--- src/lrc_pkg.sv ---
// Package for the label run counter: field widths, configuration register
// indexes, parameter defaults and the configuration write bundle.
// No dependencies.
package lrc_pkg;

	// Parameter defaults
	localparam int NULL_SLOTS_DEF = 4;
	localparam int COUNT_BITS_DEF = 20;

	// Field widths
	localparam int LABEL_W    = 16;
	localparam int OUT_W      = 20;
	localparam int NCOUNT_W   = 3;
	localparam int S_TDATA_W  = 16;
	localparam int M_TDATA_W  = 24;
	localparam int CFG_IDX_W  = 3;
	localparam int CFG_DATA_W = 16;

	// Configuration register indexes
	localparam logic [CFG_IDX_W-1:0] REG_NULL_A     = 3'd0;
	localparam logic [CFG_IDX_W-1:0] REG_NULL_B     = 3'd1;
	localparam logic [CFG_IDX_W-1:0] REG_NULL_C     = 3'd2;
	localparam logic [CFG_IDX_W-1:0] REG_NULL_D     = 3'd3;
	localparam logic [CFG_IDX_W-1:0] REG_NULL_COUNT = 3'd4;

	// Null slot registers in index order a, b, c, d
	localparam logic [CFG_IDX_W-1:0] REG_OF_SLOT [4] = '{
		REG_NULL_A, REG_NULL_B, REG_NULL_C, REG_NULL_D
	};

	typedef struct packed {
		logic                  we;
		logic [CFG_IDX_W-1:0]  idx;
		logic [CFG_DATA_W-1:0] data;
	} cfg_wr_t;

endpackage

--- src/label_run_counter_unit.sv ---
// Label run counter top level: input register, run tracker, null match and
// result register. Depends on lrc_pkg, lrc_null_match and lrc_run_track.
// Path: a last sample is held in the input register, then its count is registered in the result register on m_tvalid.
// Throughput: one sample per cycle; a last sample waits in the input register only
// while the previous count is still held in the result register.
// Reset (arst_n low, asynchronous): clears the run state, both valid flags and all
// configuration registers.
module label_run_counter_unit #(
	parameter int NULL_SLOTS = lrc_pkg::NULL_SLOTS_DEF,
	parameter int COUNT_BITS = lrc_pkg::COUNT_BITS_DEF
) (
	input  logic                            clk,
	input  logic                            arst_n,
	// sample stream
	input  logic                            s_tvalid,
	output logic                            s_tready,
	input  logic [lrc_pkg::S_TDATA_W-1:0]   s_tdata,   // [15:0] label
	input  logic                            s_tlast,   // last sample of the dataset
	// count stream
	output logic                            m_tvalid,
	input  logic                            m_tready,
	output logic [lrc_pkg::M_TDATA_W-1:0]   m_tdata,   // [19:0] instance_count, [23:20] zero
	// configuration writes
	input  logic                            cfg_we,
	input  logic [lrc_pkg::CFG_IDX_W-1:0]   cfg_idx,
	input  logic [lrc_pkg::CFG_DATA_W-1:0]  cfg_data
);
	import lrc_pkg::*;

	// input register
	logic                      valid_s1;
	logic                      last_s1;
	logic signed [LABEL_W-1:0] label_s1;

	// result register
	logic              out_valid_s2;
	logic [OUT_W-1:0]  out_count_s2;

	logic                            advance;
	logic                            is_null;
	logic signed [LABEL_W-1:0]       run_label;
	logic [COUNT_BITS-1:0]           total_next;
	logic [COUNT_BITS+OUT_W-1:0]     total_wide;
	cfg_wr_t                         cfg;

	assign cfg = '{we: cfg_we, idx: cfg_idx, data: cfg_data};

	// A sample that ends no dataset never touches the result register, so it
	// advances regardless of the output side. A last sample needs the result
	// register free or being drained in this cycle.
	assign advance  = valid_s1 && (!last_s1 || !out_valid_s2 || m_tready);
	assign s_tready = !valid_s1 || advance;

	always_ff @(posedge clk or negedge arst_n) begin
		if (!arst_n) begin
			valid_s1 <= 1'b0;
		end else if (s_tready) begin
			valid_s1 <= s_tvalid;
		end
	end

	// hold the sample while it waits on the result register
	always_ff @(posedge clk) begin
		if (s_tready && s_tvalid) begin
			label_s1 <= s_tdata[LABEL_W-1:0];
			last_s1  <= s_tlast;
		end
	end

	lrc_null_match #(
		.NULL_SLOTS(NULL_SLOTS)
	) u_null (
		.clk    (clk),
		.arst_n (arst_n),
		.cfg    (cfg),
		.probe  (run_label),
		.is_null(is_null)
	);

	lrc_run_track #(
		.COUNT_BITS(COUNT_BITS)
	) u_track (
		.clk        (clk),
		.arst_n     (arst_n),
		.step_en    (advance),
		.label      (label_s1),
		.last_sample(last_s1),
		.is_null    (is_null),
		.run_label  (run_label),
		.total_next (total_next)
	);

	// fit the count to the output field: zero-extend or drop the high bits
	assign total_wide = {{OUT_W{1'b0}}, total_next};

	always_ff @(posedge clk or negedge arst_n) begin
		if (!arst_n) begin
			out_valid_s2 <= 1'b0;
		end else if (advance && last_s1) begin
			out_valid_s2 <= 1'b1;
		end else if (m_tready) begin
			out_valid_s2 <= 1'b0;
		end
	end

	always_ff @(posedge clk) begin
		if (advance && last_s1) begin
			out_count_s2 <= total_wide[OUT_W-1:0];
		end
	end

	assign m_tvalid = out_valid_s2;
	assign m_tdata  = {(M_TDATA_W - OUT_W)'(0), out_count_s2};

	// a last sample that leaves the input register always produces a count
	a_last_gives_count: assert property (@(posedge clk) disable iff (!arst_n)
		(advance && last_s1) |=> m_tvalid)
		else $error("last sample advanced without a count");

	// a sample that cannot advance stays in the input register unchanged
	a_stall_holds: assert property (@(posedge clk) disable iff (!arst_n)
		(valid_s1 && !advance) |=> (valid_s1 && $stable(label_s1) && $stable(last_s1)))
		else $error("stalled sample lost or altered");

	// a held count is never overwritten before its transfer
	a_count_kept: assert property (@(posedge clk) disable iff (!arst_n)
		(m_tvalid && !m_tready) |-> !(advance && last_s1))
		else $error("held count overwritten");

endmodule

--- src/lrc_null_match.sv ---
// Null label registers and the match against one label.
// Depends on lrc_pkg.
module lrc_null_match #(
	parameter int NULL_SLOTS = lrc_pkg::NULL_SLOTS_DEF
) (
	input  logic                         clk,
	input  logic                         arst_n,
	input  lrc_pkg::cfg_wr_t             cfg,
	input  logic signed [lrc_pkg::LABEL_W-1:0] probe,
	output logic                         is_null
);
	import lrc_pkg::*;

	localparam logic [NCOUNT_W-1:0] SLOTS_C = NCOUNT_W'(NULL_SLOTS);

	logic [LABEL_W-1:0]  null_label_q [NULL_SLOTS];
	logic [NCOUNT_W-1:0] null_count_q;
	logic [NCOUNT_W-1:0] used;
	logic [NULL_SLOTS-1:0] hit;

	for (genvar i = 0; i < NULL_SLOTS; i++) begin : g_slot
		always_ff @(posedge clk or negedge arst_n) begin
			if (!arst_n) begin
				null_label_q[i] <= '0;
			end else if (cfg.we && cfg.idx == REG_OF_SLOT[i]) begin
				null_label_q[i] <= cfg.data[LABEL_W-1:0];
			end
		end

		assign hit[i] = (NCOUNT_W'(i) < used) && (null_label_q[i] == probe);
	end

	always_ff @(posedge clk or negedge arst_n) begin
		if (!arst_n) begin
			null_count_q <= '0;
		end else if (cfg.we && cfg.idx == REG_NULL_COUNT) begin
			null_count_q <= cfg.data[NCOUNT_W-1:0];
		end
	end

	// clamp the slot count to the slots built
	assign used    = (null_count_q > SLOTS_C) ? SLOTS_C : null_count_q;
	assign is_null = |hit;

endmodule

--- src/lrc_run_track.sv ---
// Run tracking state: previous label, open run, saturating run total.
// Depends on lrc_pkg; the null decision comes from lrc_null_match.
module lrc_run_track #(
	parameter int COUNT_BITS = lrc_pkg::COUNT_BITS_DEF
) (
	input  logic                               clk,
	input  logic                               arst_n,
	input  logic                               step_en,
	input  logic signed [lrc_pkg::LABEL_W-1:0] label,
	input  logic                               last_sample,
	input  logic                               is_null,
	output logic signed [lrc_pkg::LABEL_W-1:0] run_label,
	output logic [COUNT_BITS-1:0]              total_next
);
	import lrc_pkg::*;

	logic                      have_prev_q;
	logic                      run_open_q;
	logic signed [LABEL_W-1:0] prev_label_q;
	logic signed [LABEL_W-1:0] run_label_q;
	logic [COUNT_BITS-1:0]     run_total_q;
	logic                      differ;
	logic                      close_run;
	logic                      incr;

	// the run in force: an open run, or the one that opens on the previous sample
	assign run_label  = run_open_q ? run_label_q : prev_label_q;
	assign differ     = (label != run_label);
	assign close_run  = have_prev_q && (differ || last_sample);
	assign incr       = close_run && !is_null && !(&run_total_q);
	assign total_next = run_total_q + COUNT_BITS'(incr);

	always_ff @(posedge clk or negedge arst_n) begin
		if (!arst_n) begin
			have_prev_q <= 1'b0;
			run_open_q  <= 1'b0;
			run_total_q <= '0;
		end else if (step_en) begin
			if (last_sample) begin
				have_prev_q <= 1'b0;
				run_open_q  <= 1'b0;
				run_total_q <= '0;
			end else begin
				have_prev_q <= 1'b1;
				run_open_q  <= have_prev_q && !differ;
				run_total_q <= total_next;
			end
		end
	end

	always_ff @(posedge clk) begin
		if (step_en) begin
			prev_label_q <= label;
			if (have_prev_q) begin
				run_label_q <= run_label;
			end
		end
	end

endmodule
--- config.mk ---
export PLATFORM = sky130hd
export DESIGN_NAME = label_run_counter_unit
export DESIGN_NICKNAME = d
export VERILOG_FILES = /design/src/lrc_pkg.sv /design/src/label_run_counter_unit.sv /design/src/lrc_null_match.sv /design/src/lrc_run_track.sv
export SDC_FILE = /design/constraint.sdc
export NUM_CORES = 1
export LEC_CHECK = 0
export BUFFER_PORTS_ARGS = -buffer_cell sky130_fd_sc_hd__buf_2
export CORE_MARGIN = 1.5
export CORE_UTILIZATION = 64
export DETAILED_ROUTE_END_ITERATION = 16
export PLACE_DENSITY = 0.85
export SLEW_MARGIN = 20
export SYNTH_ARGS = -nofsm -noshare
export SYNTH_HDL_FRONTEND = slang
export SYNTH_SLANG_ARGS = --single-unit
--- constraint.sdc ---
create_clock -name clk -period 7.6 [get_ports clk]
set_input_delay 0.76 -clock clk [delete_from_list [all_inputs] [get_ports clk]]
set_output_delay 0.76 -clock clk [all_outputs]
set_load 0.02 [all_outputs]
Word-level counts from Yosys, hierarchy flattened
Cells that the tools add are included.
{ "word_totals": {"regBits": 160, "inputBits": 41, "elab_cells": 68} }
{ "classes": {"addsub": 1, "order_cmp": 5, "eq_ne": 9, "muxes": 7, "reduce_logical": 31} }
{ "op_table": {"columns": ["operator", "n"], "rows": [
  ["$eq A16 B16 Y1", 4],
  ["$add A20 B1 Y20", 1],
  ["$mux W20", 1],
  ["$reduce_and A20 Y1", 1],
  ["$logic_and A1 B1 Y1", 16],
  ["$mux W16", 1],
  ["$ne A16 B16 Y1", 1],
  ["$eq A3 B2 Y1 const B", 2],
  ["$logic_not A1 Y1", 6],
  ["$lt A1 B3 Y1 const A", 2],
  ["$lt A2 B3 Y1 const A", 2],
  ["$logic_or A1 B1 Y1", 4],
  ["$mux W1", 4],
  ["$reduce_or A4 Y1", 1],
  ["$eq A3 B1 Y1 const B", 1],
  ["$eq A3 B3 Y1 const B", 1],
  ["$gt A3 B3 Y1 const B", 1],
  ["$logic_not A3 Y1", 1],
  ["$mux W3", 1],
  ["$reduce_and A2 Y1", 1],
  ["$reduce_bool A2 Y1", 1]
]} }

Depth between registers and ports, before layout
Gate-level depths: netlist of the first run.
{ "logic_depth": {"depth_word": 10, "ltp_mapped": 18} }

Cells and area by module
A second synthesis of the first run with hierarchy kept.
{ "hier_totals": {"hier_cells": 516, "area_unflattened_um2": 7279.5} }
{ "modules_own_cells": {"columns": ["mod", "n_inst", "cells_each", "area_per_inst_um2", "seq_area_each_um2"], "rows": [
  ["lrc_null_match", 1, 239, 3300.7, 1676.6],
  ["lrc_run_track", 1, 225, 2727.6, 1511.4],
  ["label_run_counter_unit", 1, 52, 1251.2, 1161.1]
]} }

Worst setup path after synthesis of the first run
No wires, ideal clock.
{ "synth_path": {"path_kind": "register -> register", "startpoint": "register u_track.run_open_q", "endpoint": "register out_count_s2[17], data pin", "setup_time_ns": 0.259, "t_arrival_ns": 2.940, "slack_ns": 4.401, "path_stages_with_launch": 17, "path_buffers": 3, "synth_period_minus_slack_ns": 3.199, "path_cell_list": "dfrtp_1 > buf_6 > buf_12 > mux2i_4 > xor2_1 > nand4_1 > nor2_1 > nand4_1 > o21ai_1 > nor4_1 > ha_1 > and3_1 > and3_1 > clkbuf_1 > and3_1 > nand3_1 > xnor2_1"} }
{ "synth_via": {"elab_chain_len": 8} }
{ "synth_rtl": {"columns": ["element", "line_no", "rtl"], "rows": [
  ["from (decl)", "lrc_run_track.sv:18", "logic run_open_q;"],
  ["from (signal assigned)", "lrc_run_track.sv:45", "run_open_q <= have_prev_q && !differ;"],
  ["$mux W16 *", "lrc_run_track.sv:27", "assign run_label = run_open_q ? run_label_q : prev_label_q;"],
  ["$eq A16 B16 Y1", "lrc_null_match.sv:30", "assign hit[i] = (NCOUNT_W'(i) < used) && (null_label_q[i] == probe);"],
  ["$logic_and A1 B1 Y1", "lrc_null_match.sv:30", null],
  ["$reduce_or A4 Y1", "lrc_null_match.sv:43", "assign is_null = |hit;"],
  ["$logic_not A1 Y1", "lrc_run_track.sv:30", "assign incr = close_run && !is_null && !(&run_total_q);"],
  ["$logic_and A1 B1 Y1 * (2 in series)", "lrc_run_track.sv:30", null],
  ["$add A20 B1 Y20 *", "lrc_run_track.sv:31", "assign total_next = run_total_q + COUNT_BITS'(incr);"],
  ["net total_next[17]", "label_run_counter_unit.sv:42", "logic [COUNT_BITS-1:0] total_next;"],
  ["to (signal assigned)", "label_run_counter_unit.sv:108", "out_count_s2 <= total_wide[OUT_W-1:0];"],
  ["to (decl)", "label_run_counter_unit.sv:37", "logic [OUT_W-1:0] out_count_s2;"]
]} }
Mark *: on every way through the listed nets, which the timed path passes. The rest lies on a longest branch.
A chain may end at the register's enable or synchronous reset.

Worst setup path in the final report of the first run
{ "layout_path": {"startpoint": "register u_track.run_open_q", "endpoint": "register out_count_s2[18], data pin"} }
Same word-level chain as after synthesis.

==> results.py, run 1 <==
metrics = {
    "outcome": {
        "status": "completed",
    },
    "worst_setup_path": {
        "r2r_cells": 13,
        "r2r_start": "u_track.run_open_q$_DFFE_PN0P_",
        "worstSetupEndpoint": "out_count_s2[18]$_DFFE_PP_",
        "arrival_ps": 4520,
        "critPathCaptureType": "flop",
        "criticalPathCategory": "flop to flop",
        "rrSetupSlack_ps": 3260,
        "r2r_end": "out_count_s2[18]$_DFFE_PP_",
        "crit_fanout": 17,
        "worstSetupStartpoint": "u_track.run_open_q$_DFFE_PN0P_",
        "cp-start-kind": "flop",
        "cp.required_ps": 7780,
    },
    "timing": {
        "slew_headroom_pct": 31.7,
        "whs_ps": 235,
        "setup_ws_ps": 3260,
        "period_needed_ps": 4340,
        "skew_ps": 9.32,
        "worstMarginPinSlew_ps": 1020,
        "tns_ps": 0,
        "hold_viol_final": 0,
        "clock.fmax_mhz": 230,
        "period_share_pct": 57.1,
        "rsz0062_at_grt": "false",
        "slew_viol_final": 0,
        "setup_viol_count_final": 0,
    },
    "synth": {
        "syn_inst": 526,
        "synth_edf_count": 69,
        "synth_top_cell_area_share_pct": 31.1,
        "ys_ff_latch": 160,
        "avgSynthCellArea_um2": 13.9,
        "ys_warn_count": 0,
        "seq_area_frac_synth_pct": 59.3,
        "async_reset_ff_share_pct": 56.9,
        "synth_ff_type": "dfrtp_1",
        "ys_top_cells_by_area": "dfrtp_1 31%, edfxtp_1 28%, mux2_1 7.1%, xnor2_1 6.8%, mux2i_4 4.9%",
        "synth_cell_types": 41,
        "yosysTopAreaCell": "dfrtp_1",
        "syn-cell-area_um2": 7330,
    },
    "global_route": {
        "grt_max_degree": 65,
        "grt_pass1_vias": 4498,
        "grt.total_usage_pct": 28.7,
        "antenna_found_initial": 0,
        "grt_pass1_wl_mm": 24.5,
        "grt_overflow": 0,
    },
    "finish": {
        "syn2layout_area_growth_pct": 14.6,
        "finish.utilization_pct": 76.5,
        "register_area_um2": 4350,
        "drive_above_1_share_pct": 23.8,
        "nets": 640,
        "final_cell_count_no_fill": 750,
        "antenna_cells": 0,
        "nFillCells": 642,
        "multi_input_area_um2": 2820,
    },
    "placement": {
        "hpwl_mm": 10.6,
        "gp_congestion": 0.881,
        "dpl_worst_slack_ps": 3310,
        "dp.cells": 718,
        "portBuffers": 62,
    },
    "die": {
        "die_w_um": 110,
        "core-area_um2": 11000,
        "start_util_pct": 66.7,
        "io_pins": 67,
        "rows": 38,
        "die_y_um": 110,
        "die_area_um2": 12100,
    },
    "cts": {
        "clk_latency_ps": 440,
        "hold_buffers": 0,
        "cts.sinks": 160,
        "path_clk_slew_ps": 60,
        "cts.repair.resized": 0,
        "cts_buffer_depth": 2,
        "cts_max_level": 4,
        "cts_buffers": 17,
        "root_buffer": "clkbuf_16",
        "cts_setup_buffers": 0,
        "tritoncts": "yes",
    },
    "hold_path": {
        "hold_class": "input pin to async pin",
    },
    "power": {
        "p_leak_nw": 3.41,
        "vdd_drop_max_v": 0.000232,
        "p_per_area_nw_per_um2": 272,
    },
    "drt": {
        "drt-pass1-iter-count": 5,
        "remaining_drc_errors": 0,
        "wl_mm": 15.7,
        "drtAntennaViolNets": 0,
        "drt_iter0_drc": 434,
        "wire_per_inst_um": 20.9,
        "viasPerCell": 5.99,
        "vias": 4491,
    },
    "flow_run": {
        "drv_cap": 0,
    },
}
-- cell usage after synthesis, drive strengths merged, types with 2 or more instances --
cell type / n
buf: 9
nor4: 12
o31ai: 8
xnor2: 57
ha: 2
nand2: 30
nand4: 13
and3: 6
nor3: 5
nor2b: 2
inv: 21
o21ai: 22
nor2: 12
and2: 3
and4: 2
edfxtp: 69
mux2: 67
clkbuf: 7
a21oi: 2
nand3: 15
a22o: 4
mux2i: 16
dfrtp: 91
a31oi: 2
xor2: 41
nor3b: 2
-- worst max-delay path: stages, from the launching register on --
cell     delay, ps
dfrtp_2       1040
mux2i_4        510
xor2_1         250
nand4_1        170
nor4_2         340
nand4_1        210
o21ai_1        130
nor4_1         100
ha_1           250
ha_1           250
and2_1         190
and4_1         260
and3_1         240
xor2_1         150
-- metal layers --
metal | wire [µm] | GRT usage [%] | vias up
met5 | 0 | 0 | -
met4 | 318 | 10.5 | 0
met3 | 914 | 7.94 | 29
met2 | 7510 | 43.8 | 164
met1 | 6960 | 39.7 | 2294
li1 | - | - | 2004
-- worst min path at each step --
stage                                                     end  slack [ps]
after floorplan           u_track.run_total_q[14]$_DFFE_PN0P_         440
after global placement    u_track.run_total_q[14]$_DFFE_PN0P_         460
after detailed placement   u_track.prev_label_q[12]$_DFFE_PP_         470
after CTS                 u_null.null_label_q[43]$_DFFE_PN0P_         240
after global routing      u_null.null_label_q[28]$_DFFE_PN0P_         250
final                     u_null.null_label_q[42]$_DFFE_PN0P_         240
-- cell usage in the layout (no fill, tap or decap), types with 2 or more instances in the layout --
master,instances
nand4_1,13
mux2_2,21
mux2_1,46
and2_1,3
a21oi_1,2
buf_2,61
nor2_1,11
nor4_1,11
o21ai_1,19
a31oi_1,2
xor2_1,41
xnor2_1,57
and3_1,6
nand2_1,30
clkbuf_8,6
nor2b_1,2
a22o_1,4
conb_1,4
inv_1,14
mux2i_4,16
nor3_1,5
inv_2,7
and4_1,2
edfxtp_1,69
o21ai_0,3
buf_4,4
clkinv_2,2
o31ai_1,7
dfrtp_1,90
ha_1,2
nand3_1,15
clkbuf_16,21
-- registers in the layout, indices dropped and copies added, names as in the netlist --
signal	cells
u_null.null_count_q	3
last_s1	1
u_track.prev_label_q	16
u_track.have_prev_q	1
valid_s1	1
m_tvalid	1
u_track.run_label_q	16
label_s1	16
u_null.null_label_q	64
u_track.run_total_q	20
u_track.run_open_q	1
out_count_s2	20
-- logic make-up after synthesis --
kind of cell	count (synthesis)	synth area share, %
multiplexers	83	15.2
other	1	0.0512
AND/OR/NAND/NOR	105	7.48
flip-flops	160	59.3
adder cells (fa/ha/maj)	2	0.341
buffers and inverters	37	2.48
AO/OA/AOI/OAI	40	3.38
XOR/XNOR	98	11.7
-- per-stage QoR --
step,cell area [µm²],power [mW]
after floorplan,7340,1.29
after global placement,7760,1.38
after detailed placement,7760,1.40
after CTS,8400,2.29
after global routing,8400,2.36
final,8400,2.28
-- power breakdown --
group	internal [mW]	leakage (nW)	switching [mW]
registers	1.02	1.80	0.0896
clock network	0.550	0.320	0.337
logic	0.140	1.29	0.149
total	1.71	3.41	0.575
-- layout make-up --
| class | instances | share of cell area [%] |
|---|---|---|
| Inverter | 21 | 0.939 |
| Clock buffer | 28 | 7.29 |
| Timing Repair Buffer | 65 | 3.99 |
| Tap cell | 140 | 2.09 |
| Multi-Input combinational cell | 332 | 33.6 |
| Sequential cell | 160 | 51.8 |
| Clock inverter | 4 | 0.328 |
No activity file was read; power rests on OpenSTA's default activity.
==> inputs of run 2 (changes only) <==
Settings changed: CORE_UTILIZATION 64 to 54, PLACE_DENSITY 0.85 to 0.76.
Clock period 7.6 ns to 3.63 ns, I/O delays scaled along.
==> results.py, run 2 (synthesis gave the netlist of run 1 again) <==
metrics = {
    "outcome": {
        "status": "finished with violations",
        "violations": "negative hold slack",
    },
    "drt": {
        "drtAntennaViolNets": 0,
        "drt_iter0_drc": 341,
        "drt-pass1-iter-count": 4,
        "wl_mm": 15.1,
        "remaining_drc_errors": 0,
        "viasPerCell": 5.52,
        "wire_per_inst_um": 18.7,
        "vias": 4466,
    },
    "worst_setup_path": {
        "r2r_end": "out_count_s2[18]$_DFFE_PP_",
        "crit_fanout": 11,
        "r2r_cells": 14,
        "cpMaxStageDelayCell": "dfrtp_2",
        "critPathCaptureType": "flop",
        "slowest_delay_ps": 410,
        "arrival_ps": 3660,
        "rrSetupSlack_ps": 140,
        "r2r_start": "u_track.run_open_q$_DFFE_PN0P_",
        "cp-start-kind": "flop",
        "cp.required_ps": 3800,
        "criticalPathCategory": "flop to flop",
        "path_cells": "buf_12 -> mux2i_4 -> buf_4 -> xnor2_1 -> nor4_1 -> nand3_1 -> o21ai_1 -> nor4_2 -> ha_2 -> ha_1 -> and2_1 -> and4_1 -> and3_1 -> xor2_1",
        "worstSetupStartpoint": "u_track.run_open_q$_DFFE_PN0P_",
    },
    "timing": {
        "clock.fmax_mhz": 287,
        "whs_ps": -7.13,
        "slew_headroom_pct": 34.0,
        "tns_ps": 0,
        "period_needed_ps": 3490,
        "setup_viol_count_final": 0,
        "hold_viol_final": 18,
        "worstMarginPinSlew_ps": 988,
        "skew_ps": 8.52,
        "period_share_pct": 96.1,
        "slew_viol_final": 0,
    },
    "finish": {
        "largest_reg_flops": 64,
        "nFillCells": 971,
        "antenna_cells": 0,
        "largest-register": "u_null.null_label_q",
        "final_common_cell": "dfrtp_1",
        "finish.instance_area_um2": 8660,
        "syn2layout_area_growth_pct": 18.2,
        "final_cell_mix": "90 x dfrtp_1, 69 x edfxtp_1, 61 x buf_2, 57 x xnor2_1, 46 x mux2_1",
        "largest_registers": "u_null.null_label_q: 64 flops, out_count_s2: 20 flops, u_track.run_total_q: 20 flops",
        "drive_above_1_share_pct": 27.3,
        "finish.utilization_pct": 65.4,
        "nets": 663,
    },
    "power": {
        "swShare_pct": 24.7,
        "power_frac_comb_pct": 13.2,
        "p_clk_share_pct": 38.4,
        "switchingPower_mw": 1.18,
        "internal_power_mw": 3.58,
        "p_leak_nw": 3.52,
        "vdd_drop_max_v": 0.000351,
        "p_per_area_nw_per_um2": 550,
        "seqPwrFrac_pct": 48.4,
    },
    "placement": {
        "dpl_cell_area_um2": 7920,
        "portBuffers": 62,
        "hpwl_mm": 10.7,
        "gp_congestion": 0.892,
    },
    "die": {
        "die_area_um2": 14300,
        "start_util_pct": 55.3,
        "die_y_um": 119,
        "io_pins": 67,
        "rows": 42,
        "die_w_um": 119,
        "core-area_um2": 13200,
    },
    "flow_run": {
        "drv_cap": 0,
    },
    "cts": {
        "cts_buffer_depth": 2,
        "clk_latency_ps": 430,
        "cts_max_level": 4,
        "path_clk_slew_ps": 60,
        "cts_buffers": 17,
        "cts.sinks": 160,
        "hold_buffers": 0,
        "root_buffer": "clkbuf_16",
        "tritoncts": "yes",
    },
    "global_route": {
        "grt_pass1_wl_mm": 24.4,
        "grt_pass1_vias": 4640,
        "use_met2_pct": 36.0,
        "use_met1_pct": 30.5,
        "grt_overflow": 0,
        "grt_max_degree": 56,
        "grt.total_usage_pct": 22.8,
        "grt.busiest_layer": "met2",
        "antenna_found_initial": 0,
        "grt_util_met3_pct": 5.42,
    },
    "hold_path": {
        "hold_class": "input pin to async pin",
    },
}
-- run 2: cell type report --
cell class	count	area [µm²]	area share, %
Multi-Input combinational cell	332	2850	32.9
Tap cell	176	220	2.54
Clock buffer	27	567	6.54
Sequential cell	160	4350	50.2
Inverter	21	78.8	0.910
Timing Repair Buffer	88	533	6.15
Clock inverter	5	60.1	0.693
-- run 2: worst max-delay path by stage --
stage,end,slack [ps],depth (start not counted)
floorplan,out_count_s2[17]$_DFFE_PP_,430,16
global placement,out_count_s2[18]$_DFFE_PP_,230,13
detailed placement,out_count_s2[18]$_DFFE_PP_,160,14
CTS,out_count_s2[18]$_DFFE_PP_,130,14
global route,u_track.run_total_q[18]$_DFFE_PN0P_,-5,15
finish,out_count_s2[18]$_DFFE_PP_,140,14
-- run 2: through the flow --
stage	hold WS (ps)	cells	setup WS (ps)	power, mW
2_1_floorplan	67.4	529	431	2.71
3_3_place_gp	458	768	231	2.91
3_5_place_dp	466	768	164	2.94
4_1_cts	9.34	800	126	4.76
5_1_grt	45.5	809	-4.52	4.94
6_report	-7.13	809	142	4.76
-- run 2: power by group through the flow --
stage	registers (mW)	logic [mW]	clock network, mW
floorplan	2.29	0.418	0
global placement	2.32	0.588	0
detailed placement	2.33	0.604	0
CTS	2.30	0.609	1.85
global route	2.32	0.686	1.93
finish	2.30	0.627	1.83
-- run 2: timing repair --
| action | 4_1_cts | 5_1_grt |
|---|---|---|
| gates resized for setup | 0 | 8 |
| buffers inserted | 0 | 9 |
| endpoints found under the setup margin | 0 | 11 |
| hold endpoints to repair | 0 | 0 |
-- run 2: per-layer routing --
| layer | wire length, µm | part of all wire (%) | vias up |
|---|---|---|---|
| li1 | - | - | 2064 |
| met1 | 6780 | 45 | 2253 |
| met2 | 7380 | 49 | 122 |
| met3 | 600 | 4.0 | 27 |
| met4 | 357 | 2.4 | 0 |
| met5 | 0 | 0 | - |
-- run 2: worst max-delay path: cells and delay by family, from the launching register on --
family          cells  cell delay (ps)
mux                 1              380
compound gates      1               70
simple gates        6             1280
flops               1              410
buf+inv             2              390
fa+ha+maj           2              460
xor+xnor            2              230
